**config.mk**
```make
export PLATFORM = sky130hd
export DESIGN_NAME = cmf_div_unit
export DESIGN_NICKNAME = d
export VERILOG_FILES = /design/src/hdl/cmf_pkg.sv /design/src/hdl/cmf_div_unit.sv
export SDC_FILE = /design/constraint.sdc
export NUM_CORES = 1
export LEC_CHECK = 0
export BUFFER_PORTS_ARGS = -buffer_cell sky130_fd_sc_hd__buf_2
export CAP_MARGIN = 20
export CORE_MARGIN = 4
export CORE_UTILIZATION = 35
export DETAILED_ROUTE_END_ITERATION = 12
export PLACE_DENSITY = 0.63
export SYNTH_ARGS = -nofsm -noshare
export SYNTH_HDL_FRONTEND = slang
export SYNTH_SLANG_ARGS = --single-unit
```
**constraint.sdc**
```tcl
create_clock -name clk_i -period 4.2 [get_ports clk_i]
set_input_delay 0.42 -clock clk_i [delete_from_list [all_inputs] [get_ports clk_i]]
set_output_delay 0.42 -clock clk_i [all_outputs]
set_load 0.05 [all_outputs]
```
**src/hdl/cmf_pkg.sv**
```systemverilog
package cmf_pkg;

  localparam int Kernel   = 3;
  localparam int LogFrac  = 16;
  localparam int ExpSteps = 20;
  localparam int TW       = 28;  // exponent q*log2(x), signed
  localparam int DW       = 29;  // exponent difference, unsigned
  localparam int CfgIdxW  = 2;
  localparam int CfgDataW = 12;

  localparam logic [CfgIdxW-1:0] CFG_IMAGE_WIDTH  = 2'd0;
  localparam logic [CfgIdxW-1:0] CFG_IMAGE_HEIGHT = 2'd1;
  localparam logic [CfgIdxW-1:0] CFG_Q_SIXTEENTHS = 2'd2;

  typedef struct packed {
    logic [7:0] pix_ch2;
    logic [7:0] pix_ch1;
    logic [7:0] pix_ch0;
  } pix_t;

  typedef struct packed {
    logic [7:0]  out_ch0;
    logic [7:0]  out_ch1;
    logic [7:0]  out_ch2;
    logic [11:0] centre_row;
    logic [9:0]  centre_col;
    logic        frame_done;
  } res_t;

  typedef struct packed {
    logic busy;
    logic done;
  } unit_stat_t;

  typedef logic [18:0] log_t;
  typedef log_t log_tab_t [256];
  typedef logic [29:0] root_t;
  typedef root_t root_tab_t [ExpSteps+1];

  function automatic logic [63:0] int_sqrt(input logic [63:0] v);
    logic [63:0] res;
    logic [63:0] bit_v;
    logic [63:0] rem;
    rem   = v;
    res   = '0;
    bit_v = 64'd1 << 62;
    while (bit_v > rem) bit_v = bit_v >> 2;
    while (bit_v != 0) begin
      if (rem >= res + bit_v) begin
        rem = rem - (res + bit_v);
        res = (res >> 1) + bit_v;
      end else begin
        res = res >> 1;
      end
      bit_v = bit_v >> 2;
    end
    return res;
  endfunction

  function automatic log_tab_t build_log_tab();
    log_tab_t    tab;
    logic [63:0] m;
    int          n;
    logic [15:0] frac;
    tab[0] = '0;
    for (int x = 1; x < 256; x++) begin
      n = 0;
      while ((x >> (n + 1)) != 0) n++;
      m    = 64'(x) << (30 - n);
      frac = '0;
      for (int i = 0; i < LogFrac; i++) begin
        m    = (m * m) >> 30;
        frac = {frac[14:0], 1'b0};
        if (m >= 64'h8000_0000) begin
          frac[0] = 1'b1;
          m       = m >> 1;
        end
      end
      tab[x] = {3'(n), frac};
    end
    return tab;
  endfunction

  function automatic root_tab_t build_root_tab();
    root_tab_t   tab;
    logic [63:0] r;
    tab[0] = '0;
    r      = int_sqrt(64'd1 << 59);
    tab[1] = 30'(r);
    for (int i = 2; i <= ExpSteps; i++) begin
      r      = int_sqrt(r << 30);
      tab[i] = 30'(r);
    end
    return tab;
  endfunction

endpackage

```
**src/hdl/cmf_div_unit.sv**
```systemverilog
module cmf_div_unit #(
  parameter int NW = 31
) (
  input  logic                clk_i,
  input  logic                rst_ni,
  input  logic                start_i,
  input  logic [NW-1:0]       dividend_i,
  input  logic [NW-1:0]       divisor_i,
  output cmf_pkg::unit_stat_t stat_o,
  output logic [8:0]          quot_o
);

  logic          busy_q;
  logic          done_q;
  logic [3:0]    cnt_q;
  logic [NW-1:0] rem_q;
  logic [NW-1:0] ds_q;
  logic [8:0]    quot_q;

  always_ff @(posedge clk_i or negedge rst_ni) begin
    if (!rst_ni) begin
      busy_q <= 1'b0;
      done_q <= 1'b0;
      cnt_q  <= '0;
    end else begin
      done_q <= 1'b0;
      if (start_i) begin
        rem_q  <= dividend_i;
        ds_q   <= divisor_i << 8;
        quot_q <= '0;
        cnt_q  <= '0;
        busy_q <= 1'b1;
      end else if (busy_q) begin
        if (rem_q >= ds_q) begin
          rem_q  <= rem_q - ds_q;
          quot_q <= {quot_q[7:0], 1'b1};
        end else begin
          quot_q <= {quot_q[7:0], 1'b0};
        end
        ds_q <= ds_q >> 1;
        if (cnt_q == 4'd8) begin
          busy_q <= 1'b0;
          done_q <= 1'b1;
        end else begin
          cnt_q <= cnt_q + 4'd1;
        end
      end
    end
  end

  assign stat_o.busy = busy_q;
  assign stat_o.done = done_q;
  assign quot_o      = quot_q;

endmodule

```
Word-level counts from Yosys, hierarchy flattened --
Index checks and enable logic that the tools add are counted.
Storage, ports and cells: bits in registers 77, latch bits 0, bits in writable memories 0, ROM bits 0, input port bits 65, output and inout port bits 11, memories 0
Operators by class: $add $sub $neg 2, multiply operators 0, div/mod/pow operators 0, magnitude comparators 1, eq/ne operators 2, shift-type cells 0, multiplexer cells 16, bitwise gates (word level) 0, reduce and logical (&&, ||, !) cells 5
Operators with widths (count):
- 31-bit two-way mux | 5
- 31-bit greater-or-equal comparator | 1
- 31-bit subtractor | 1
- 4-bit two-way mux | 3
- 9-bit two-way mux | 1
- 1-bit two-way mux | 7
- 4-bit by 1-bit adder with 4-bit output (second input constant) | 1
- 4-bit equality test (second input constant) | 1
- 2-bit AND reduction | 2
- 2-bit nonzero test | 2
- 3-bit AND reduction | 1
- 2-bit inequality test (second input constant) | 1

Longest topological paths before layout --
depth in word-level cells 4, depth in mapped cells 11, depth with buffers taken out 11

Worst setup path after synthesis --
Ideal clock, no wire load.
path kind register -> register, start register rem_q[14], end register rem_q[0], enable pin, arrival time 3473 ps, data required time 3772 ps, path slack 300 ps, stages on the path, launching flop included 9, clock period less this slack 3900 ps, path through edfxtp_1 ha_1 nand2_1 o21bai_1 a211o_1 or3_1 o31ai_2 nand3_1 a21boi_1
Between the ends: longest elaborated chain between the ends 3
Ends and longest elaborated chain:
- from (decl) | RTL line cmf_div_unit.sv:16 | logic [NW-1:0] rem_q;
- from (signal assigned) | RTL line cmf_div_unit.sv:28 | rem_q <= dividend_i;
- from (signal assigned) | RTL line cmf_div_unit.sv:35 | rem_q <= rem_q - ds_q;
- 31-bit greater-or-equal comparator | RTL line cmf_div_unit.sv:34 | if (rem_q >= ds_q) begin
- 2-bit nonzero test (no line)
- 3-bit AND reduction (no line)
No other way between the ends. A chain may end at the register's enable or synchronous reset.

Worst setup path in the final report --
start register ds_q[14], end register rem_q[22], enable pin
Between the ends: longest elaborated chain between the ends 3
Ends and longest elaborated chain:
- from (decl) | RTL line cmf_div_unit.sv:17 | logic [NW-1:0] ds_q;
- from (signal assigned) | RTL line cmf_div_unit.sv:29 | ds_q <= divisor_i << 8;
- from (signal assigned) | RTL line cmf_div_unit.sv:40 | ds_q <= ds_q >> 1;
- 31-bit greater-or-equal comparator | RTL line cmf_div_unit.sv:34
- 2-bit nonzero test (no line)
- 3-bit AND reduction (no line)
No other way between the ends.

==> results.md <==
* Status: finished clean
* Logic pwr share at 0.308
* Drt total wl at around 13 mm
* Slew Viols, Final at 0
* CTS tree: done
* Post-synth top area share at 0.408
* Via Count at ~4200
* Gr ovfl total at 0
* Yosys cell types at 71
* DR iter-0 viols at around 170
* Lkg Pwr at 2.65 nW
* Port bufs at 67
* PostCTS Resize Cnt at 0
* Yosys warning total at 0
* Worst slew pin tran at 704 ps
* RSZ-0062 raised after global routing: false
* Largest net degree at the start of global routing at 76
* Reg2reg path depth at 10
* CTS root buf: clkbuf_16
* Routed len/inst at 16.2 um
* PD cells at roughly 450 nW/um2
* Num CTS Buffers at 9
* Design area at between 6000 and 7000 um2
* Cts hold-fix bufs at 0
* Synth area leader: edfxtp_1
* Ports at 76
* Post-Synthesis Cells at 540
* DRC viols at 0
* Post-DR vias/cell at 5.35
* Routability cong. at ~0.86
* Fin worst setup slack at 1040 ps
* Register area share after synthesis at 0.436
* CTS Buffer Depth at 2
* Final setup viols at 0
* Most frequent cells in the layout: 71 x edfxtp_1, 70 x nand2_1, 66 x buf_2, 50 x o21ai_0, 41 x inv_1
* Worst Path Max Fanout at 18
* Rows at 44
* Cell internal pwr at 1.87 mW
* Area grow syn2layout at 15.6%
* Pre-Repair DR Iteration Count at 4
* CTS HTree Levels at 3
* Min cycle time layout at 3160 ps
* Period utilization at 0.752
* Post-CTS Setup Repair Bufs at 0
* Number of hold violations in the final report at 0
* Max-cap viol count at 0
* F_max at 317 MHz
* Core footprint at 14600 um2
* Initial Util at 0.359
* Seq pwr share at 0.360
* Worst EP required at 4220 ps
* Worst Skew at between 9 and 10 ps
* Most common cell after layout, fill and taps aside: edfxtp_1
* Ant diodes at 0
* Clk pwr share at 0.331
* Sink Count at 77
* CP startpoint kind: flop
* Die Y at 130 um
* Multi-input gate area at roughly 2600 um2
* NetSw at 0.866 mW
* Clk Latency, worst-skew pair at 350 ps
* Total track usage at 0.156
* Share of cells above drive strength 1 at 0.180
* HP Class: primary input to asynchronous set/reset pin
* EDFF count, synth at 71
* # fillers at 1448
* Worst-path clk slew at 70 ps
* First-pass GRT wire length at around 21 mm
* Syn Nets at 639
* Die Span X at 130 um
* Kind of critical path: flop to flop
* Switching Share at 0.316
* Post-DP HPWL at slightly above 9 mm
* Post-synth ARST share at 0.0779
* Avg Cell Area, Syn at around 9.7 um2
* Register area at roughly 2300 um2
* DP Worst Slack at 1080 ps
* VDD IR max at about 0.00021 V
* Nets at 694
* #FFs+latches synth at 77
* Primary FF master, synth: edfxtp_1
* Worst rel slew slack at 0.531
* Mapped cell area at roughly 5200 um2
* Total negative slack at 0 ps
* Top cells by area, synth: edfxtp_1 41%, ha_1 7.9%, nand2_1 5.0%
* Remaining antenna violation count at 0
* Initial antenna violation count at 0
* Die area at 17000 um2
* Vias in the first global route at ~4300
* WP data arrival at 3180 ps
* CP Capture Type: flop
* Placed cell area at 5690 um2
synth_stat cells (all sizes together), types with 3 or more instances:
library cell  number
edfxtp            71
nor2              33
mux2i             17
a21boi             3
nand4              8
ha                33
a21o              12
a22o              14
clkbuf            19
o21ai             54
nor4               6
nor2b              5
a21oi             30
nand2             70
and3               7
buf               10
nor3               5
inv               41
o31ai              3
dfrtp              6
and2               4
xor2              10
a31oi              4
nand3             10
o21a               5
o21bai             3
xnor2             15
and4               5
cells by family after synthesis:
family                     after synthesis  synth area share
AOI/OAI and AO/OA                      150             0.192
DFF                                     77             0.436
buffers and inverters                   70            0.0584
xor gates and xnor gates                25            0.0419
muxes                                   19            0.0368
and+or+nand+nor                        165             0.152
adders and majority gates               34            0.0828
routing by layer:
metal | GRT usage | vias to the layer above | routed length, um
met5 | 0 | - | 0
met4 | 0.0403 | 0 | 129
met3 | 0.0434 | 11 | 746
met2 | 0.259 | 90 | 6000
met1 | 0.201 | 2008 | 5800
li1 | - | 2087 | -
metrics by stage:
step	instances	util	total power [mW]	hold slack, ps
floorplan	540	-	1.64	124
detailed placement	767	0.390	1.84	431
CTS	783	0.414	2.77	41.8
finish	784	0.414	2.74	51.4
global placement	767	0.390	1.83	415
global route	784	0.414	2.91	49.8
final cells by class:
| type | instances | share of cell area |
|---|---|---|
| clock buffer | 9 | 0.0373 |
| clock inverter | 7 | 0.0205 |
| inverter | 41 | 0.0255 |
| multi-input combinational | 393 | 0.438 |
| sequential | 77 | 0.377 |
| tap | 184 | 0.0381 |
| timing repair buffer | 73 | 0.0633 |
power by group through the flow:
stage               Combinational, mW  Clock [mW]  Sequential (mW)
floorplan                       0.628           0             1.01
global placement                0.828           0             1.00
detailed placement              0.837           0             1.00
CTS                             0.845       0.936            0.988
global route                    0.952       0.964            0.995
finish                          0.844       0.908            0.986
critical path: stages, from the launching register on:
cell	delay [ps]
edfxtp_1	370
inv_1	60
ha_1	400
nand2_1	90
o21bai_1	180
a211o_1	320
or3_1	360
o31ai_2	310
nand3_1	210
a21boi_2	190
buf_4	310
worst paths after layout:
kind	from	endpoint	slack [ps]
setup / recovery	ds_q[14]	rem_q[22]	1040
hold / removal	rst_ni	cnt_q[0]	50
setup reg to reg	ds_q[14]	rem_q[22]	1040
hold reg to reg	cnt_q[3]	cnt_q[3]	550
max in group asynchronous	rst_ni	busy_q	3780
min in group clk_i	dividend_i[7]	rem_q[7]	350
registers in the layout (all words and copies together), names as in the netlist:
signal,count
busy_q,1
quot_o,9
ds_q,31
cnt_q,4
done_q,1
rem_q,31
Note: power is estimated with default switching activity, not from simulation.
