==> config.mk <==
export PLATFORM = sky130hd
export DESIGN_NAME = cmf_exp_unit
export DESIGN_NICKNAME = d
export VERILOG_FILES = /design/src/hdl/cmf_pkg.sv /design/src/hdl/cmf_exp_unit.sv
export SDC_FILE = /design/constraint.sdc
export NUM_CORES = 2
export LEC_CHECK = 0
export CORE_MARGIN = 5
export CORE_UTILIZATION = 55
export CTS_BUF_LIST = sky130_fd_sc_hd__clkbuf_4 sky130_fd_sc_hd__clkbuf_8 sky130_fd_sc_hd__clkbuf_16
export DETAILED_ROUTE_END_ITERATION = 8
export DONT_BUFFER_PORTS = 1
export GPL_ROUTABILITY_DRIVEN = 0
export PLACE_DENSITY = 0.81
export REMOVE_ABC_BUFFERS = 1
export SKIP_CTS_REPAIR_TIMING = 1
export SLEW_MARGIN = 20
export SYNTH_ARGS = -nofsm -noshare
export SYNTH_HDL_FRONTEND = slang
export SYNTH_SLANG_ARGS = --single-unit
==> constraint.sdc <==
create_clock -name clk_i -period 12.5 [get_ports clk_i]
set_input_delay 1.25 -clock clk_i [delete_from_list [all_inputs] [get_ports clk_i]]
set_output_delay 1.25 -clock clk_i [all_outputs]
set_load 0.005 [all_outputs]
==> src/hdl/cmf_pkg.sv <==
package cmf_pkg;

  localparam int Kernel   = 3;
  localparam int LogFrac  = 16;
  localparam int ExpSteps = 20;
  localparam int TW       = 28;  // exponent q*log2(x), signed
  localparam int DW       = 29;  // exponent difference, unsigned
  localparam int CfgIdxW  = 2;
  localparam int CfgDataW = 12;

  localparam logic [CfgIdxW-1:0] CFG_IMAGE_WIDTH  = 2'd0;
  localparam logic [CfgIdxW-1:0] CFG_IMAGE_HEIGHT = 2'd1;
  localparam logic [CfgIdxW-1:0] CFG_Q_SIXTEENTHS = 2'd2;

  typedef struct packed {
    logic [7:0] pix_ch2;
    logic [7:0] pix_ch1;
    logic [7:0] pix_ch0;
  } pix_t;

  typedef struct packed {
    logic [7:0]  out_ch0;
    logic [7:0]  out_ch1;
    logic [7:0]  out_ch2;
    logic [11:0] centre_row;
    logic [9:0]  centre_col;
    logic        frame_done;
  } res_t;

  typedef struct packed {
    logic busy;
    logic done;
  } unit_stat_t;

  typedef logic [18:0] log_t;
  typedef log_t log_tab_t [256];
  typedef logic [29:0] root_t;
  typedef root_t root_tab_t [ExpSteps+1];

  function automatic logic [63:0] int_sqrt(input logic [63:0] v);
    logic [63:0] res;
    logic [63:0] bit_v;
    logic [63:0] rem;
    rem   = v;
    res   = '0;
    bit_v = 64'd1 << 62;
    while (bit_v > rem) bit_v = bit_v >> 2;
    while (bit_v != 0) begin
      if (rem >= res + bit_v) begin
        rem = rem - (res + bit_v);
        res = (res >> 1) + bit_v;
      end else begin
        res = res >> 1;
      end
      bit_v = bit_v >> 2;
    end
    return res;
  endfunction

  function automatic log_tab_t build_log_tab();
    log_tab_t    tab;
    logic [63:0] m;
    int          n;
    logic [15:0] frac;
    tab[0] = '0;
    for (int x = 1; x < 256; x++) begin
      n = 0;
      while ((x >> (n + 1)) != 0) n++;
      m    = 64'(x) << (30 - n);
      frac = '0;
      for (int i = 0; i < LogFrac; i++) begin
        m    = (m * m) >> 30;
        frac = {frac[14:0], 1'b0};
        if (m >= 64'h8000_0000) begin
          frac[0] = 1'b1;
          m       = m >> 1;
        end
      end
      tab[x] = {3'(n), frac};
    end
    return tab;
  endfunction

  function automatic root_tab_t build_root_tab();
    root_tab_t   tab;
    logic [63:0] r;
    tab[0] = '0;
    r      = int_sqrt(64'd1 << 59);
    tab[1] = 30'(r);
    for (int i = 2; i <= ExpSteps; i++) begin
      r      = int_sqrt(r << 30);
      tab[i] = 30'(r);
    end
    return tab;
  endfunction

endpackage

==> src/hdl/cmf_exp_unit.sv <==
module cmf_exp_unit #(
  parameter int WEIGHT_BITS = 16
) (
  input  logic                      clk_i,
  input  logic                      rst_ni,
  input  logic                      start_i,
  input  logic [cmf_pkg::DW-1:0]    d_i,
  output cmf_pkg::unit_stat_t       stat_o,
  output logic [WEIGHT_BITS:0]      w_o
);

  localparam cmf_pkg::root_tab_t RootTab = cmf_pkg::build_root_tab();

  logic                 busy_q;
  logic                 done_q;
  logic [4:0]           cnt_q;
  logic [30:0]          m_q;
  logic [19:0]          f_q;
  logic [8:0]           n_q;
  logic [WEIGHT_BITS:0] w_q;

  logic [4:0]           root_idx;
  logic [60:0]          prod;
  logic [30:0]          m_next;
  logic [9:0]           s_c;
  logic [41:0]          rnd;
  logic [41:0]          shifted;
  logic [WEIGHT_BITS:0] w_c;

  assign root_idx = (cnt_q < 5'(cmf_pkg::ExpSteps)) ? cnt_q + 5'd1 : 5'(cmf_pkg::ExpSteps);
  assign prod     = 61'(m_q) * 61'(RootTab[root_idx]) + (61'd1 << 29);
  assign m_next   = prod[60:30];
  assign s_c      = 10'(30 - WEIGHT_BITS) + 10'(n_q);
  assign rnd      = 42'(m_q) + (42'd1 << (s_c - 10'd1));
  assign shifted  = rnd >> s_c;
  assign w_c      = (s_c > 10'd40) ? '0 : shifted[WEIGHT_BITS:0];

  always_ff @(posedge clk_i or negedge rst_ni) begin
    if (!rst_ni) begin
      busy_q <= 1'b0;
      done_q <= 1'b0;
      cnt_q  <= '0;
    end else begin
      done_q <= 1'b0;
      if (start_i) begin
        m_q    <= 31'h4000_0000;
        f_q    <= d_i[19:0];
        n_q    <= d_i[28:20];
        cnt_q  <= '0;
        busy_q <= 1'b1;
      end else if (busy_q) begin
        if (cnt_q < 5'(cmf_pkg::ExpSteps)) begin
          if (f_q[19]) begin
            m_q <= m_next;
          end
          f_q   <= {f_q[18:0], 1'b0};
          cnt_q <= cnt_q + 5'd1;
        end else begin
          w_q    <= w_c;
          done_q <= 1'b1;
          busy_q <= 1'b0;
        end
      end
    end
  end

  assign stat_o.busy = busy_q;
  assign stat_o.done = done_q;
  assign w_o         = w_q;

endmodule

==> Word level (Yosys, flattened, before mapping) <==
Memory sizes are Yosys's and may differ from the RTL's.
Index checks and enable logic that the tools add are counted.
{ "classes": {"n_lt_le_gt_ge": 3, "muxes": 18, "shifts": 2, "mul": 1, "reduce_logical": 6, "n_addsub": 5, "n_bitwise": 3} }
{ "op_table": {"columns": ["cell", "n"], "rows": [
  ["31-bit two-way mux", 3],
  ["61-bit by 30-bit adder with 61-bit output (second input constant)", 1],
  ["31-bit by 30-bit multiplier with 61-bit output", 1],
  ["20-bit two-way mux", 3],
  ["30-bit two-way mux", 2],
  ["31-bit by 42-bit adder with 42-bit output", 1],
  ["1-bit by 10-bit << shifter with 42-bit output (first input constant)", 1],
  ["42-bit by 10-bit right shift with 17-bit output", 1],
  ["5-bit two-way mux", 4],
  ["4-bit by 9-bit adder with 10-bit output (first input constant)", 1],
  ["10-bit by 6-bit greater-than comparator with 1-bit output (second input constant)", 1],
  ["10-bit by 1-bit subtractor with 10-bit output (second input constant)", 1],
  ["6-bit >= comparator (second input constant)", 1],
  ["1-bit two-way mux", 6],
  ["5-bit inverter with 6-bit output", 1],
  ["5-bit by 1-bit adder with 5-bit output (second input constant)", 1],
  ["5-bit < comparator (second input constant)", 1],
  ["2-bit AND reduction", 2],
  ["4-bit AND reduction", 1],
  ["2-bit nonzero test", 2],
  ["3-bit AND reduction", 1],
  ["1-bit inverter", 2]
]} }
{ "totals": {"rom_bits": 960, "input_bits": 32, "n_memories": 1, "wordCells": 46, "register_bits": 84} }
{ "mem_list": {"columns": ["memory", "words", "word_bits", "read_ports", "rd_clocked_by_memory_dff", "write_ports", "line", "rtl"], "rows": [
  ["(no name shown)", 32, 30, 1, 0, 0, "cmf_exp_unit.sv:31", "assign prod = 61'(m_q) * 61'(RootTab[root_idx]) + (61'd1 << 29);"]
]} }

==> Logic depth before layout (Yosys ltp) <==
{ "logic_depth": {"word_depth": 11, "ltp_mapped": 41, "mapped_depth_nobuf": 38} }

==> Worst setup path before layout <==
No wires, ideal clock.
{ "synth_timing": {"path_type": "register to register", "startpoint": "register cnt_q[3]", "endpoint": "register m_q[29], data pin", "path_slack_ns": 2.648, "required_time_ns": 12.245, "stages_incl_launch_ff": 37, "n_path_buf": 4, "period_less_slack_ns": 9.852, "arrival_time_ns": 9.596, "path_cell_list": "dfrtp_1 -> clkbuf_1 -> o21ai_0 -> clkbuf_1 -> nand2_1 -> ha_1 -> clkbuf_1 -> nor2_1 -> a211oi_1 -> or4_1 -> clkbuf_1 -> and2_1 -> fa_1 -> fa_1 -> inv_1 -> fa_1 -> fa_1 -> inv_1 -> fa_1 -> fa_1 -> fa_1 -> inv_1 -> fa_1 -> inv_1 -> ha_1 -> nand4_1 -> nor3_1 -> o21ai_0 -> o21ai_0 -> o211ai_1 -> nor3_1 -> nor3_1 -> o31a_1 -> o31ai_1 -> a21oi_1 -> mux2i_1 -> a31o_1"} }
{ "synth_between": {"elab_chain_cells": 11, "word_cells_on_any_way": 12} }
{ "synth_lines": {"columns": ["item", "line", "rtl"], "rows": [
  ["from (decl)", "cmf_exp_unit.sv:16", "logic [4:0] cnt_q;"],
  ["from (signal assigned)", "cmf_exp_unit.sv:57", "cnt_q <= cnt_q + 5'd1;"],
  ["5-bit by 1-bit adder with 5-bit output or 5-bit < comparator (tied branches)", "cmf_exp_unit.sv:30, cmf_exp_unit.sv:52", null],
  ["5-bit two-way mux", "cmf_exp_unit.sv:30", "assign root_idx = (cnt_q < 5'(cmf_pkg::ExpSteps)) ? cnt_q + 5'd1 : 5'(cmf_pkg::ExpSteps);"],
  ["5-bit inverter with 6-bit output (implied by the code)", "cmf_exp_unit.sv:31", null],
  ["memory read 32 x 30 bit", null, null],
  ["30-bit two-way mux (implied by the code) (2 in series)", "cmf_exp_unit.sv:31", null],
  ["31-bit by 30-bit multiplier with 61-bit output", "cmf_exp_unit.sv:31", null],
  ["61-bit by 30-bit adder with 61-bit output", "cmf_exp_unit.sv:31", null],
  ["31-bit two-way mux", "cmf_exp_unit.sv:53", "if (f_q[19]) begin"],
  ["31-bit two-way mux *", "cmf_exp_unit.sv:52", "if (cnt_q < 5'(cmf_pkg::ExpSteps)) begin"],
  ["31-bit two-way mux *", "cmf_exp_unit.sv:51", "end else if (busy_q) begin"],
  ["to (signal assigned)", "cmf_exp_unit.sv:54", "m_q <= m_next;"],
  ["to (decl)", "cmf_exp_unit.sv:17", "logic [30:0] m_q;"]
]} }
Every way passes the cells marked *; elsewhere a longest branch is shown, timed or not. The select of a mux whose other input is x is not followed.
A chain may end at the register's enable or synchronous reset.

==> Final worst setup path <==
{ "layout_timing": {"startpoint": "register cnt_q[0]", "endpoint": "register m_q[29], data pin"} }
Same word-level chain as after synthesis.

==> results summary <==
For this run, asynchronously set or reset flops after synthesis account for 8.333%. The routed layout has 30590 vias. The dominant cell type by count on the critical path is sky130_fd_sc_hd__fa_1. The cell area after synthesis came out at 0.03828 mm2. For this run, the post-layout net count is 5376. The average via count per standard cell is 5.931.

The floorplan step set the die height to 273.8 um. The total clock sinks is 84. The number of distinct library cells after synthesis is 100. The max-cap violation count came out at 0. After detailed routing, the average wire length per cell comes to 20.89 um. At the later pin of the worst-skew pair, clock insertion delay measures 0.40 ns. The clock transition at the register clock pins on the worst setup and hold paths after CTS is 0.09 ns. The detailed router finished its first iteration with 3326 violations. The number of filler cells placed in the layout is 5825. Of the synthesized area, sequential elements account for 6.497%.

The cell sitting at the root of the clock tree is a sky130_fd_sc_hd__clkbuf_16. The count of buffers from port buffering came out at 0. Counting along the longest clock path gives a buffer depth of 2. The initial antenna violation count came out at 3. The maximum level of the CTS H-tree came out at 3.

The share of cells above drive strength 1 came out at 4.426%. At the worst endpoint, the arrival time is 11.72 ns. The worst setup path is captured at a flip-flop. The length of the first detailed-routing pass in iterations came out at 7. On the critical path the largest part of the delay comes from adder cells. The number of clock buffers inserted by TritonCTS came out at 9. The number of remaining DRC errors is 0.

The chip width came out at 273.8 um. Measured against its own limit, the worst slew margin works out to 24.77%. TritonCTS built the clock tree. The maximum net fanout on the critical path is 20.

The final count of pins violating max slew came out at 0. Row generation in the floorplan step produced 96 rows. Setup violations remaining at the end of the flow were counted as 0.

At the pin with the least slew margin, the transition time is 1.128 ns. The most used flip-flop cell after synthesis is sky130_fd_sc_hd__edfxtp_1. Relative to the synthesized area, the layout overhead comes to 3.239%.

The total number of yosys warnings is 0. On the worst path, the slowest cell contributes a delay of 0.79 ns. In this run the standard cell core region covers 0.06883 mm2. Between clock sinks in the finished design, the worst skew comes to 0.01401 ns. The highest attainable clock frequency is 86.45 MHz.

The remaining number of nets flagged by the antenna check after routing came out at 0. The path class of the tightest hold or removal check is in -> async. The area occupied by multi-input gates came out at 0.03145 mm2. The post-synthesis register bit count came out at 84. Setup repair after global routing left no endpoint under its margin. The smallest clock period supported by the final layout is computed as 11.57 ns. The initial cell density of the core came out at 55.62%. The estimated wirelength of the detail-placed design is 81130 um.

The total global-route track usage came out at 29.46%. The average cell area after synthesis came out at 8.743 um2. The global-route wire length before repair is 174500 um. The critical path in this run is classified as reg -> reg.

The flow ran to the end, and the final reports show no timing, DRC or antenna violations. The critical path buffer and inverter count came out at 6. In the final layout, flip-flops and latches occupy 0.002487 mm2.

The total negative slack for setup checks came out at 0 ns. The total routed wirelength came out at 107800 um. The floorplan die area is 0.07498 mm2. The post-route fraction of the period consumed by the critical path came out at 92.54%. In this run, synthesis inferred 77 flip-flops with an integrated enable.

51 I/O pins were placed. The total congestion overflow after global routing came out at 0. The cell type of the slowest stage on the worst timing path is sky130_fd_sc_hd__a21oi_2. The post-synthesis instance total is 4379. The required time of the critical path is 12.65 ns. The worst setup path is launched from a flip-flop. The final-report hold violation count was 0.

The number of global-route vias before repair is 33080. The largest net degree at the start of global routing is 57.
cell usage after synthesis (18+ instances only):
master                     number  share of area, %
sky130_fd_sc_hd__a21o_1        35              0.69
sky130_fd_sc_hd__a21oi_1      118               1.5
sky130_fd_sc_hd__a31oi_1       18              0.29
sky130_fd_sc_hd__and2_1       468               7.6
sky130_fd_sc_hd__and3_1        20              0.33
sky130_fd_sc_hd__clkbuf_1     237               2.3
sky130_fd_sc_hd__edfxtp_1      77               6.0
sky130_fd_sc_hd__fa_1         808                42
sky130_fd_sc_hd__ha_1         316                10
sky130_fd_sc_hd__inv_1        930               9.1
sky130_fd_sc_hd__mux2_2        24              0.71
sky130_fd_sc_hd__nand2_1      609               6.0
sky130_fd_sc_hd__nand3_1       63              0.82
sky130_fd_sc_hd__nand4_1       21              0.34
sky130_fd_sc_hd__nor2_1       130               1.3
sky130_fd_sc_hd__nor2b_1       21              0.34
sky130_fd_sc_hd__nor3_1        44              0.58
sky130_fd_sc_hd__o21a_1        22              0.43
sky130_fd_sc_hd__o21ai_0       72              0.94
sky130_fd_sc_hd__xnor2_1       34              0.78
sky130_fd_sc_hd__xor2_1        19              0.43
cell usage in the layout, fill, tap and decap left out, types with 13 or more instances in the layout:
master and count:
sky130_fd_sc_hd__a21o_1 35, sky130_fd_sc_hd__xnor2_1 34, sky130_fd_sc_hd__a21oi_1 117, sky130_fd_sc_hd__buf_4 80
sky130_fd_sc_hd__nand2_1 609, sky130_fd_sc_hd__o211ai_1 13, sky130_fd_sc_hd__inv_1 930, sky130_fd_sc_hd__nor3_1 44
sky130_fd_sc_hd__fa_1 808, sky130_fd_sc_hd__edfxtp_1 77, sky130_fd_sc_hd__a31oi_1 16, sky130_fd_sc_hd__xor2_1 19
sky130_fd_sc_hd__nand3_1 63, sky130_fd_sc_hd__or3_1 16, sky130_fd_sc_hd__o21bai_1 13, sky130_fd_sc_hd__nor2b_1 21
sky130_fd_sc_hd__and3_1 20, sky130_fd_sc_hd__and2_1 468, sky130_fd_sc_hd__mux2_2 24, sky130_fd_sc_hd__nand4_1 21
sky130_fd_sc_hd__ha_1 316, sky130_fd_sc_hd__mux2i_1 16, sky130_fd_sc_hd__o21ai_0 64, sky130_fd_sc_hd__nor2_1 127
sky130_fd_sc_hd__o21a_1 22
per-layer routing:
metal	share of wire, %	wire length, um	global-route usage, %	vias up
met5	0.037	40	0.3947	-
met4	7.1	7641	15.93	2
met3	12	12680	6.644	509
met2	46	49710	48.24	1867
met1	35	37690	36.42	15160
li1	-	-	-	13050
cell families after synthesis:
kind of cell               Yosys count  share of synthesized area, %
adders and majority gates         1124                         52.58
and+or+nand+nor                   1442                         18.61
AOI/OAI and AO/OA                  446                         8.046
DFF                                 84                         6.497
xor gates and xnor gates            57                         1.399
buffers and inverters             1185                         11.69
muxes                               41                         1.183
per-stage QoR:
stage / utilization [%] / cell area [um2] / hold WS (ns) / setup slack, ns / std cells
after floorplan: - / 37310 / 0.5247 / 0.9882 / 4128
after global placement: 56.96 / 39200 / 0.5276 / 1.260 / 5139
after detailed placement: 56.96 / 39200 / 0.5401 / 1.165 / 5139
after CTS: 57.40 / 39500 / 0.5344 / 1.066 / 5155
after global routing: 57.42 / 39520 / 0.5390 / 0.5454 / 5157
final: 57.43 / 39520 / 0.5439 / 0.9322 / 5158
final timing paths:
kind,from,end,slack [ns],cells past startpoint
worst max-delay path,cnt_q[0],m_q[29],0.93,35
worst min-delay path,rst_ni,cnt_q[2],0.54,0
worst max register to register,cnt_q[0],m_q[29],0.93,35
worst min register to register,f_q[2],f_q[3],0.56,1
max in group asynchronous,rst_ni,cnt_q[1],11.86,0
min in group clk_i,f_q[2],f_q[3],0.56,1
flip-flops by register name (all words and copies together), names as in the netlist:
register / cells
m_q: 31
f_q: 20
w_o: 17
n_q: 9
cnt_q: 5
busy_q: 1
done_q: 1
cell type report:
type	count	area share, %
Antenna cell	2	0.01266
Clock inverter	7	0.1931
Clock buffer	9	0.5698
Multi-Input combinational cell	3110	79.57
Tap cell	931	2.947
Sequential cell	84	6.293
Inverter	934	8.870
Timing Repair Buffer	81	1.548
Power is not shown: default switching activity piles up to over one toggle a cycle in this logic, so the estimate is an artifact.
